`src/rtl/hfcr_pkg.sv`:
```
// Package for the header framed command receiver.
// Item kinds, fetch status codes, parser phases, configuration indexes, frame constants and the step decode.
// No dependencies.
package hfcr_pkg;

	// Kind of one input word
	typedef enum logic [1:0] {
		KIND_BYTE     = 2'd0,
		KIND_LINE_ERR = 2'd1,
		KIND_FETCH    = 2'd2
	} kind_t;

	// Fetch outcome reported with every result word
	typedef enum logic [1:0] {
		FETCH_OK    = 2'd0,
		FETCH_EMPTY = 2'd1,
		FETCH_NONE  = 2'd2
	} fetch_status_t;

	// Frame parser phase
	typedef enum logic [1:0] {
		PH_HDR1 = 2'd0,
		PH_HDR2 = 2'd1,
		PH_CMD  = 2'd2
	} phase_t;

	// Configuration register indexes
	localparam logic CFG_CMD_LOW  = 1'b0;
	localparam logic CFG_CMD_HIGH = 1'b1;

	localparam logic [7:0] HEADER_BYTE   = 8'h55;
	localparam logic [7:0] CMD_LOW_RST   = 8'd1;
	localparam logic [7:0] CMD_HIGH_RST  = 8'd8;

	// Per-item decode of the stage 1 word
	typedef struct packed {
		logic accepted;
		logic push_try;
		logic bad_cmd;
		logic line_err;
		logic pop;
		fetch_status_t status;
	} step_ctl_t;

endpackage

```
`src/rtl/hfcr_if.sv`:
```
// Handshake channel interfaces of the header framed command receiver.
// Does not reference hfcr_pkg; field widths are kept in line with it.

// Input channel: one received byte, line error or fetch request per word
interface hfcr_in_if;
	logic       valid;
	logic       ready;
	logic [1:0] kind;
	logic [7:0] data_byte;

	modport source (output valid, output kind, output data_byte, input ready);
	modport sink (input valid, input kind, input data_byte, output ready);
endinterface

// Result channel: one word per input word
interface hfcr_out_if;
	logic        valid;
	logic        ready;
	logic [1:0]  fetch_status;
	logic [7:0]  fetched_command;
	logic        frame_accepted;
	logic [2:0]  queued_count;
	logic [1:0]  parse_phase;
	logic [31:0] valid_frame_count;
	logic [31:0] invalid_command_count;
	logic [31:0] overflow_count;
	logic [31:0] line_error_count;

	modport source (
		output valid, output fetch_status, output fetched_command,
		output frame_accepted, output queued_count, output parse_phase,
		output valid_frame_count, output invalid_command_count,
		output overflow_count, output line_error_count, input ready
	);
	modport sink (
		input valid, input fetch_status, input fetched_command,
		input frame_accepted, input queued_count, input parse_phase,
		input valid_frame_count, input invalid_command_count,
		input overflow_count, input line_error_count, output ready
	);
endinterface

```
`src/rtl/header_framed_command_receiver.sv`:
```
// Top level of the header framed command receiver: frame parser, command ring
// and event counters. Depends on hfcr_pkg and the channels in hfcr_if.
//
//  channel  | dir | handshake     | payload
//  ---------+-----+---------------+--------------------------------------------
//  item     | in  | valid/ready   | kind, data_byte
//  result   | out | valid/ready   | fetch status and command, frame flag,
//           |     |               | ring fill, phase, four 32 bit counters
//  cfg      | in  | cfg_we        | cfg_index, cfg_data (command_low/high)
//
// Each word is registered into stage 1, decoded and applied to the parser,
// ring and counters, and its result word lands in the output register; one
// word per cycle sustained while the result channel takes its words.
// Stage 1 advances when the output register is empty or being taken, so a
// stalled result holds only one word in stage 1 behind it.
// Reset clears the parser, ring pointers, fill count, counters and the
// command range to 1..8; ring contents are not cleared.
module header_framed_command_receiver #(
	parameter int RING_DEPTH = 8
) (
	input  logic         clk,
	input  logic         arst_n,
	input  logic         cfg_we,
	input  logic         cfg_index,
	input  logic [7:0]   cfg_data,
	hfcr_in_if.sink      item,
	hfcr_out_if.source   result
);

	localparam int PW    = $clog2(RING_DEPTH);
	localparam int CNT_W = ($clog2(RING_DEPTH) + 1 > 3) ? $clog2(RING_DEPTH) + 1 : 3;

	// Configuration
	logic [7:0] cmd_low_q, cmd_high_q;

	// Stage 1 word
	logic                 valid_s1;
	hfcr_pkg::kind_t      kind_s1;
	logic [7:0]           byte_s1;

	// Parser, ring and counter state
	hfcr_pkg::phase_t     phase_q, phase_d;
	logic [7:0]           ring_q [RING_DEPTH];
	logic [PW-1:0]        wr_ptr_q, rd_ptr_q;
	logic [CNT_W-1:0]     occ_q;
	logic [31:0]          good_q, bad_q, drop_q, lerr_q;

	// Result register
	logic                   out_valid_q;
	hfcr_pkg::fetch_status_t status_q;
	logic [7:0]             fetched_q;
	logic                   accepted_q;

	hfcr_pkg::step_ctl_t ctl;
	logic adv, in_range, is_hdr, full, empty, push, drop;

	assign adv        = valid_s1 && (!out_valid_q || result.ready);
	assign item.ready = !valid_s1 || adv;

	// Configuration writes
	always_ff @(posedge clk or negedge arst_n) begin
		if (!arst_n) begin
			cmd_low_q  <= hfcr_pkg::CMD_LOW_RST;
			cmd_high_q <= hfcr_pkg::CMD_HIGH_RST;
		end else if (cfg_we) begin
			case (cfg_index)
				hfcr_pkg::CFG_CMD_LOW:  cmd_low_q  <= cfg_data;
				hfcr_pkg::CFG_CMD_HIGH: cmd_high_q <= cfg_data;
				default: ;
			endcase
		end
	end

	// Input register
	always_ff @(posedge clk or negedge arst_n) begin
		if (!arst_n) begin
			valid_s1 <= 1'b0;
		end else if (item.ready) begin
			valid_s1 <= item.valid;
		end
	end

	always_ff @(posedge clk) begin
		if (item.ready && item.valid) begin
			kind_s1 <= hfcr_pkg::kind_t'(item.kind);
			byte_s1 <= item.data_byte;
		end
	end

	assign in_range = (byte_s1 >= cmd_low_q) && (byte_s1 <= cmd_high_q);
	assign is_hdr   = (byte_s1 == hfcr_pkg::HEADER_BYTE);
	assign full     = (occ_q == CNT_W'(RING_DEPTH - 1));
	assign empty    = (occ_q == '0);

	// Parser next phase
	always_comb begin
		phase_d = phase_q;
		case (kind_s1)
			hfcr_pkg::KIND_BYTE: begin
				case (phase_q)
					hfcr_pkg::PH_HDR1: if (is_hdr) phase_d = hfcr_pkg::PH_HDR2;
					hfcr_pkg::PH_HDR2: phase_d = is_hdr ? hfcr_pkg::PH_CMD : hfcr_pkg::PH_HDR1;
					hfcr_pkg::PH_CMD:  if (in_range || !is_hdr) phase_d = hfcr_pkg::PH_HDR1;
					default:           phase_d = hfcr_pkg::PH_HDR1;
				endcase
			end
			hfcr_pkg::KIND_LINE_ERR: phase_d = hfcr_pkg::PH_HDR1;
			default: ;
		endcase
	end

	// Step decode
	always_comb begin
		ctl = '0;
		ctl.status = hfcr_pkg::FETCH_NONE;
		case (kind_s1)
			hfcr_pkg::KIND_BYTE: begin
				if (phase_q == hfcr_pkg::PH_CMD) begin
					ctl.accepted = in_range;
					ctl.push_try = in_range;
					ctl.bad_cmd  = !in_range;
				end
			end
			hfcr_pkg::KIND_LINE_ERR: ctl.line_err = 1'b1;
			hfcr_pkg::KIND_FETCH: begin
				ctl.pop    = !empty;
				ctl.status = empty ? hfcr_pkg::FETCH_EMPTY : hfcr_pkg::FETCH_OK;
			end
			default: ;
		endcase
	end

	assign push = ctl.push_try && !full;
	assign drop = ctl.push_try && full;

	// Parser, pointers, fill and counters
	always_ff @(posedge clk or negedge arst_n) begin
		if (!arst_n) begin
			phase_q  <= hfcr_pkg::PH_HDR1;
			wr_ptr_q <= '0;
			rd_ptr_q <= '0;
			occ_q    <= '0;
			good_q   <= '0;
			bad_q    <= '0;
			drop_q   <= '0;
			lerr_q   <= '0;
		end else if (adv) begin
			phase_q <= phase_d;
			if (push)
				wr_ptr_q <= (wr_ptr_q == PW'(RING_DEPTH - 1)) ? '0 : wr_ptr_q + 1'b1;
			if (ctl.pop)
				rd_ptr_q <= (rd_ptr_q == PW'(RING_DEPTH - 1)) ? '0 : rd_ptr_q + 1'b1;
			if (push)
				occ_q <= occ_q + 1'b1;
			else if (ctl.pop)
				occ_q <= occ_q - 1'b1;
			if (ctl.accepted) good_q <= good_q + 32'd1;
			if (ctl.bad_cmd)  bad_q  <= bad_q + 32'd1;
			if (drop)         drop_q <= drop_q + 32'd1;
			if (ctl.line_err) lerr_q <= lerr_q + 32'd1;
		end
	end

	// Command ring write port
	always_ff @(posedge clk) begin
		if (adv && push)
			ring_q[wr_ptr_q] <= byte_s1;
	end

	// Result register, ring read lands here
	always_ff @(posedge clk or negedge arst_n) begin
		if (!arst_n) begin
			out_valid_q <= 1'b0;
		end else if (adv) begin
			out_valid_q <= 1'b1;
		end else if (result.ready) begin
			out_valid_q <= 1'b0;
		end
	end

	always_ff @(posedge clk) begin
		if (adv) begin
			status_q   <= ctl.status;
			accepted_q <= ctl.accepted;
			fetched_q  <= ctl.pop ? ring_q[rd_ptr_q] : 8'd0;
		end
	end

	// State registers change only with a new result word, so they read out directly
	assign result.valid                 = out_valid_q;
	assign result.fetch_status          = status_q;
	assign result.fetched_command       = fetched_q;
	assign result.frame_accepted        = accepted_q;
	assign result.queued_count          = occ_q[2:0];
	assign result.parse_phase           = phase_q;
	assign result.valid_frame_count     = good_q;
	assign result.invalid_command_count = bad_q;
	assign result.overflow_count        = drop_q;
	assign result.line_error_count      = lerr_q;

	// Ring never fills its spare slot
	a_occ_limit: assert property (@(posedge clk) disable iff (!arst_n)
		occ_q <= CNT_W'(RING_DEPTH - 1))
		else $error("ring fill beyond depth minus one");

	// A completed frame never comes with a fetch outcome
	a_frame_no_fetch: assert property (@(posedge clk) disable iff (!arst_n)
		out_valid_q && accepted_q |-> status_q == hfcr_pkg::FETCH_NONE)
		else $error("frame flag together with fetch status");

	// A pop drops the fill by one
	a_pop_fill: assert property (@(posedge clk) disable iff (!arst_n)
		adv && ctl.pop |=> occ_q == $past(occ_q) - 1'b1)
		else $error("fill count wrong after pop");

	// A stalled result word holds its fetch outcome
	a_hold: assert property (@(posedge clk) disable iff (!arst_n)
		out_valid_q && !result.ready |=> out_valid_q && $stable(status_q) && $stable(good_q))
		else $error("stalled result word changed");

endmodule

```
`src/flat_wrapper.sv`:
```
// flat-port wrapper written by rule: the top's interface ports become plain ports
module header_framed_command_receiver_flat 
#(
	parameter int RING_DEPTH = 8
)
  (clk, arst_n, cfg_we, cfg_index, cfg_data, item_valid, item_kind, item_data_byte, item_ready, result_valid, result_fetch_status, result_fetched_command, result_frame_accepted, result_queued_count, result_parse_phase, result_valid_frame_count, result_invalid_command_count, result_overflow_count, result_line_error_count, result_ready);
  hfcr_in_if item_i ();
  hfcr_out_if result_i ();
  input  logic clk;
  input  logic arst_n;
  input  logic cfg_we;
  input  logic cfg_index;
  input  logic [7:0] cfg_data;
  input wire logic [$bits(item_i.valid)-1:0] item_valid;
  input wire logic [$bits(item_i.kind)-1:0] item_kind;
  input wire logic [$bits(item_i.data_byte)-1:0] item_data_byte;
  output wire logic [$bits(item_i.ready)-1:0] item_ready;
  output wire logic [$bits(result_i.valid)-1:0] result_valid;
  output wire logic [$bits(result_i.fetch_status)-1:0] result_fetch_status;
  output wire logic [$bits(result_i.fetched_command)-1:0] result_fetched_command;
  output wire logic [$bits(result_i.frame_accepted)-1:0] result_frame_accepted;
  output wire logic [$bits(result_i.queued_count)-1:0] result_queued_count;
  output wire logic [$bits(result_i.parse_phase)-1:0] result_parse_phase;
  output wire logic [$bits(result_i.valid_frame_count)-1:0] result_valid_frame_count;
  output wire logic [$bits(result_i.invalid_command_count)-1:0] result_invalid_command_count;
  output wire logic [$bits(result_i.overflow_count)-1:0] result_overflow_count;
  output wire logic [$bits(result_i.line_error_count)-1:0] result_line_error_count;
  input wire logic [$bits(result_i.ready)-1:0] result_ready;
  assign item_i.valid = item_valid;
  assign item_i.kind = item_kind;
  assign item_i.data_byte = item_data_byte;
  assign item_ready = item_i.ready;
  assign result_valid = result_i.valid;
  assign result_fetch_status = result_i.fetch_status;
  assign result_fetched_command = result_i.fetched_command;
  assign result_frame_accepted = result_i.frame_accepted;
  assign result_queued_count = result_i.queued_count;
  assign result_parse_phase = result_i.parse_phase;
  assign result_valid_frame_count = result_i.valid_frame_count;
  assign result_invalid_command_count = result_i.invalid_command_count;
  assign result_overflow_count = result_i.overflow_count;
  assign result_line_error_count = result_i.line_error_count;
  assign result_i.ready = result_ready;
  header_framed_command_receiver #(.RING_DEPTH(RING_DEPTH)) u_core (.clk(clk), .arst_n(arst_n), .cfg_we(cfg_we), .cfg_index(cfg_index), .cfg_data(cfg_data), .item(item_i), .result(result_i));
endmodule
```
`config.mk`:
```
export PLATFORM = sky130hd
export DESIGN_NAME = header_framed_command_receiver_flat
export DESIGN_NICKNAME = d
export VERILOG_FILES = /design/src/rtl/hfcr_pkg.sv /design/src/rtl/hfcr_if.sv /design/src/rtl/header_framed_command_receiver.sv /design/src/flat_wrapper.sv
export SDC_FILE = /design/constraint.sdc
export NUM_CORES = 1
export LEC_CHECK = 0
export ABC_AREA = 0
export BUFFER_PORTS_ARGS = -buffer_cell sky130_fd_sc_hd__buf_2
export CORE_MARGIN = 1
export CORE_UTILIZATION = 45
export DETAILED_ROUTE_END_ITERATION = 10
export PLACE_DENSITY = 0.63
export SYNTH_ARGS = -nofsm -noshare
export SYNTH_HDL_FRONTEND = slang
export SYNTH_SLANG_ARGS = --single-unit
export TNS_END_PERCENT = 10
```
`constraint.sdc`:
```
create_clock -name clk -period 3.4 [get_ports clk]
set_input_delay 0.34 -clock clk [delete_from_list [all_inputs] [get_ports clk]]
set_output_delay 0.34 -clock clk [all_outputs]
set_load 0.05 [all_outputs]
```
==> results of run 1 <==
==> kinds of logic (layout without fill, tap and decap cells) <==
kind of cell / after synthesis / count (layout)
AO/OA/AOI/OAI: 36 / 36
XOR/XNOR: 126 / 126
multiplexers: 38 / 38
buffers and inverters: 64 / 297
flip-flops: 243 / 243
AND/OR/NAND/NOR: 310 / 310
adder cells (fa/ha/maj): 27 / 27
==> worst min-delay path by stage <==
stage                                      from                          endpoint  cells after the start
2_1_floorplan                            arst_n              u_core.cmd_high_q[0]                      0
3_3_place_gp   u_core.result.overflow_count[31]  u_core.result.overflow_count[31]                      1
3_5_place_dp   u_core.result.overflow_count[31]  u_core.result.overflow_count[31]                      1
4_1_cts                       item_data_byte[3]                 u_core.byte_s1[3]                      1
5_1_grt                              item_valid                   u_core.valid_s1                      2
6_report                             item_valid                   u_core.valid_s1                      2
==> synth_stat cells, types with 16 or more instances <==
cell      number  area, um^2
dfrtp_1      156        3900
edfxtp_1      85        2550
nand2_1       75         282
nor2_1        65         244
xnor2_1       65         569
xor2_1        61         534
inv_1         42         158
nand3_1       40         200
nor3_1        34         170
ha_1          26         325
nand4_1       22         138
and3_1        17         106
clkbuf_1      16        60.1
mux4_2        16         360
o21ai_0       16        80.1
==> repair_timing <==
item                                    CTS  global route
resized for setup                         0             4
endpoints found under the setup margin    0             7
buffers inserted                          0             0
hold endpoints to repair                102             1
hold buffers                             10             1
==> cell type report <==
class                      instances  area (um^2)
fill                            1958         9890
sequential                       243         6510
multi-input combinational        537         3860
timing repair buffer             207         1180
clock buffer                      39          761
tap                              313          392
inverter                          42          158
clock inverter                     9         95.1
==> layout by cell type (no fill, tap or decap), types with 34 or more instances in the layout <==
| cell | netlist | routed |
|---|---|---|
| buf_2 | 1 | 168 |
| dfrtp_1 | 156 | 156 |
| edfxtp_1 | 85 | 85 |
| nand2_1 | 75 | 75 |
| nor2_1 | 65 | 65 |
| xnor2_1 | 65 | 65 |
| xor2_1 | 61 | 61 |
| inv_1 | 42 | 42 |
| nand3_1 | 40 | 40 |
| nor3_1 | 34 | 34 |
==> power groups by stage <==
stage | Clock, W | Combinational (W) | Sequential (W)
detailed placement | 0 | 0.000672 | 0.00329
global placement | 0 | 0.000664 | 0.00329
CTS | 0.00289 | 0.000683 | 0.00323
finish | 0.00280 | 0.000677 | 0.00323
floorplan | 0 | 0.000361 | 0.00338
global route | 0.00301 | 0.000740 | 0.00325
==> stage by stage <==
| step | utilization | hold slack, ns |
|---|---|---|
| floorplan | - | 0.0444 |
| global placement | 0.524 | 0.452 |
| detailed placement | 0.524 | 0.457 |
| CTS | 0.565 | 0.000649 |
| global route | 0.567 | 0.0201 |
| finish | 0.567 | 0.0298 |
==> routing by layer <==
layer | up-vias | global-route usage
met4 | 0 | 0.0579
met1 | 3391 | 0.267
met3 | 39 | 0.0343
met5 | - | 0
li1 | 3380 | -
met2 | 167 | 0.284
==> critical path, delay by kind of cell (launching register included) <==
kind            cells  cell delay (ns)
flops               1             0.52
fa+ha+maj           1             0.37
xor+xnor            1             0.17
simple gates        4             1.66
compound gates      1             0.41
==> sequential cells by signal (all words and copies together) (netlist names), 2 cells and up <==
register / flops
u_core.result.overflow_count: 32
u_core.result.valid_frame_count: 32
u_core.ring_q: 64
u_core.cmd_low_q: 8
u_core.result.fetched_command: 8
u_core.cmd_high_q: 8
u_core.result.invalid_command_count: 32
u_core.result.line_error_count: 32
u_core.wr_ptr_q: 3
u_core.result.parse_phase: 2
u_core.occ_q: 4
u_core.rd_ptr_q: 3
u_core.byte_s1: 8
u_core.kind_s1: 2
u_core.result.fetch_status: 2
==> qor.txt, run 1 <==
post-route cell area: 0.0130 mm^2
post-route ant nets: 0
worst slack at placement: 0.115 ns
fraction of registers with async set or reset after synthesis: 0.650
Clk pwr share: 0.418
worst reg2reg path startpoint: u_core.byte_s1[5]
maximum vdd drop: 344 uV
Pwr Total: 0.00671 W
main combinational cell family by area after synthesis: simple AND/OR/NAND/NOR gates
vias: 6977
hpwl dp: 15200 um
syn_area_per_cell: 12.6 um^2
Fin. Hold Viols: 0
slowest cell on the critical path: or4_1
vias in the first global route: 6739
I/O Buffers: 169
switching part of the total: 0.243
slowest stage delay, CP: 0.70 ns
Die X: 155 um
First-pass DRT Iterations: 5
Core Area: 0.0228 mm^2
Synth Area in Adders: 0.0326
Clock Sinks: 243
sw power: 0.00163 W
largest net degree at the start of global routing: 98
clock slew at reported path FFs: 0.06 ns
WP data required: 3.84 ns
Wirelength per Cell: 15.8 um
H-tree level count: 1
Seq pwr share: 0.481
GRT overflow: 0
number of synthesized flops with an enable pin: 85
vias per cell: 5.02
XOR/XNOR share of the synthesized area: 0.104
Final Slew Violations: 0
power per cell area: 518 mW/mm^2
Worst slew margin: 0.381
Final Setup Violations: 0
Synth Flop Type: dfrtp_1
antenna violations before repair: 0
total CTS buffers: 27
Placer Congestion: 0.788
die span in y: 155 um
Fmax: 311 MHz
final std cells w/o fill: 1390
DR WL met2: 9650 um
RSZ-0062 raised after global routing: yes
post-synthesis mux area share: 0.0564
final worst path period share: 0.944
worst path cell trace: ha_1, nand4_1, o31a_1, or4_1, or4_1, nor3_2, xor2_1
clk_skew: 0.00738 ns
CTS tree: yes
combinational share of power: 0.101
metal3 WL: 1210 um
reg-to-reg slack, setup: 0.19 ns
Cell Rows: 55
CP startpoint kind: register
area grow syn2layout: 22.2%
Cell Area, Synth: 0.0106 mm^2
layout cells sized above 1: 0.258
worst r2r path cells: 7
total track usage: 0.185
Seq/Total Area, Yosys: 0.614
Critical path destination: u_core.result.valid_frame_count[18]
Worst-Skew Late Latency: 0.52 ns
DR top layer: met4
Setup crit end kind: register
min Tclk post-route: 3.21 ns
CP most frequent cell: or4_1
full die area: 0.0242 mm^2
Root Driver: clkbuf_16
static leakage: 6.06 nW
Crit Path Category: reg2reg
post-synthesis simple-gate area fraction: 0.148
DRT iter0 DRCs: 364
Placed Area: 0.0120 mm^2
worst hold path class: in2reg
antenna cell count: 0
register bit total from synthesis: 243
fin worst setup slack: 0.189 ns
CP startpoint: u_core.byte_s1[5]
Max Buffers Root-to-Sink: 3
post-synth net total: 895
Routed WL: 21900 um
Int Power: 0.00508 W
DRC: 0
Netlist cell types: 49
Ys Warns: 0
post-synthesis compound-gate area fraction: 0.0213
dpl cells: 1331
max-cap violations: 0
routed length on met1: 10600 um
Max FO, Critical Path: 11
setup total negative slack: 0 ns
io pins: 170
Arr. time, crit path: 3.65 ns
nets@finish: 1109
Starting Density: 0.464
reg2reg end: u_core.result.valid_frame_count[18]
first-pass GRT wire length: 35600 um
status: completed
cells after synthesis: 844
slew at the pin closest to its max-slew limit: 0.929 ns
(Power assumes the default switching activity.)
==> inputs of run 2 (changes only) <==
RECOVER_POWER = 100   (was default)
==> run 2 against run 1 <==
Net effect:
- the run now ends with max-capacitance violations, max-slew violations left
- largest cell class unchanged
- first-iteration DRC count grew 10%
- combinational power down 3%
- worst setup slack worse by 0.0011 ns
- clock skew up 0.0024 ns
==> qor.txt, run 2 (synthesized netlist as in run 1, its figures left out) <==
Die X: 155 um (unchanged)
clock slew at reported path FFs: 0.06 ns (about the same)
first-pass GRT wire length: 35600 um (unchanged)
Final Slew Violations: 97 (+97)
Arr. time, crit path: 3.65 ns (about the same)
fill count: 2037 (+4.0%)
Biggest register: u_core.ring_q
die span in y: 155 um (unchanged)
max FFs per register: 64 (unchanged)
slew at the pin closest to its max-slew limit: 2.49 ns (+1.56 ns)
CP startpoint kind: register
maximum vdd drop: 347 uV (+0.95%)
Worst-Skew Late Latency: 0.52 ns (about the same)
antenna cell count: 0 (unchanged)
static leakage: 5.46 nW (-9.8%)
vias in the first global route: 6739 (unchanged)
antenna violations before repair: 0 (unchanged)
Final Setup Violations: 0 (unchanged)
Max Buffers Root-to-Sink: 3 (unchanged)
Fmax: 311 MHz (about the same)
worst path cell trace: ha_1, nand4_1, o31a_1, or4_1, or4_1, nor3_2, xor2_1
full die area: 0.0242 mm^2 (unchanged)
min Tclk post-route: 3.21 ns (+0.00110 ns)
layout cells sized above 1: 0.117 (-0.141)
final worst path period share: 0.945 (about the same)
Wirelength per Cell: 15.9 um (+0.62%)
vias per cell: 5.03 (+0.19%)
CTS tree: yes
Setup crit end kind: register
total track usage: 0.185 (unchanged)
Root Driver: clkbuf_16
Fin. Hold Viols: 0 (unchanged)
vias: 6990 (+0.19%)
fin worst setup slack: 0.188 ns (-0.00110 ns)
io pins: 170 (unchanged)
post-CTS setup buffer count: 0 (unchanged)
worst slack at placement: 0.115 ns (unchanged)
worst hold path class: in2reg
total CTS buffers: 27 (unchanged)
DRC: 0 (unchanged)
First-pass DRT Iterations: 4 (-1)
Routed WL: 22100 um (+0.62%)
I/O Buffers: 169 (unchanged)
slowest cell on the critical path: or4_1
RSZ-0062 raised after global routing: yes
CP most frequent cell: or4_1
slowest stage delay, CP: 0.70 ns (about the same)
hpwl dp: 15200 um (unchanged)
Clock Sinks: 243 (unchanged)
Cell Rows: 55 (unchanged)
clk_skew: 0.00976 ns (+0.00238 ns)
Core Area: 0.0228 mm^2 (unchanged)
largest net degree at the start of global routing: 98 (unchanged)
Starting Density: 0.464 (unchanged)
setup total negative slack: 0 ns (unchanged)
post-route ant nets: 0 (unchanged)
H-tree level count: 1 (unchanged)
violated checks: max-capacitance violations, max-slew violations
WP data required: 3.84 ns (about the same)
nets@finish: 1109 (unchanged)
Worst slew margin: -0.659 (-1.04)
GRT overflow: 0 (unchanged)
max-cap violations: 1 (+1)
status: complete, but fails checks
Crit Path Category: reg2reg
Max FO, Critical Path: 11 (unchanged)
power per cell area: 526 mW/mm^2 (+1.5%)
Placer Congestion: 0.788 (unchanged)
commonest non-fill, non-tap cell in the layout: clkbuf_1
area grow syn2layout: 20.2%
most frequent cells in the layout: clkbuf_1 (160), dfrtp_1 (156), edfxtp_1 (85)
DRT iter0 DRCs: 401 (+10%)
## run 2: cell count changes in the layout (fill, tap and decap cells not counted), sizes merged
cell and delta:
clkbuf +153, buf -153
## run 2: cell type report
cell class                 instances  area, um^2  share of cell area
multi-input combinational        537        3860               0.303
timing repair buffer             207         963              0.0756
clock buffer                      39         761              0.0597
sequential                       243        6510               0.511
inverter                          42         158              0.0124
clock inverter                     9        95.1             0.00746
tap                              313         392              0.0307
## run 2: worst max-delay path, delay by kind of cell, from the launching register on
| family | cells | cell delay, ns |
|---|---|---|
| simple gates | 4 | 1.66 |
| fa+ha+maj | 1 | 0.37 |
| compound gates | 1 | 0.41 |
| xor+xnor | 1 | 0.17 |
| flops | 1 | 0.52 |
## run 2: repair_timing
item | in CTS | in global routing
setup endpoints to repair | 0 | 7
gates resized for setup | 0 | 4
hold buffers | 10 | 1
endpoints found under the hold margin | 102 | 1
## run 2: worst paths after layout
| check | startpoint | to | slack [ns] | cells past startpoint |
|---|---|---|---|---|
| worst max-delay path | u_core.byte_s1[5] | u_core.result.valid_frame_count[18] | 0.19 | 7 |
| worst min-delay path | item_valid | u_core.valid_s1 | 0.03 | 2 |
| worst max register to register | u_core.byte_s1[5] | u_core.result.valid_frame_count[18] | 0.19 | 7 |
| worst min register to register | u_core.result.overflow_count[31] | u_core.result.overflow_count[31] | 0.46 | 1 |
| max in group asynchronous | arst_n | u_core.cmd_high_q[7] | 0.81 | 2 |
| min in group asynchronous | arst_n | u_core.result.overflow_count[27] | 1.10 | 2 |
## run 2: through the flow
stage | power [W] | hold WS, ns | utilization | instance area (um^2) | instances
3_3_place_gp | 0.00395 | 0.452 | 0.524 | 12000 | 1331
5_1_grt | 0.00698 | 0.0207 | 0.558 | 12700 | 1390
3_5_place_dp | 0.00396 | 0.457 | 0.524 | 12000 | 1331
4_1_cts | 0.00680 | 0.000649 | 0.565 | 12900 | 1389
2_1_floorplan | 0.00375 | 0.0444 | - | 10600 | 844
6_report | 0.00670 | 0.0341 | 0.558 | 12700 | 1390
## run 2: layer usage
| metal | GRT usage | wire length, um |
|---|---|---|
| met1 | 0.267 | 10800 |
| met2 | 0.284 | 9700 |
| met3 | 0.0343 | 1130 |
| met4 | 0.0579 | 476 |
| met5 | 0 | 0 |
## run 2: power breakdown
group / switching [W] / internal [W] / leakage (nW)
clock: 0.00112 / 0.00169 / 0.418
sequential: 0.000100 / 0.00313 / 2.85
combinational: 0.000423 / 0.000236 / 2.19
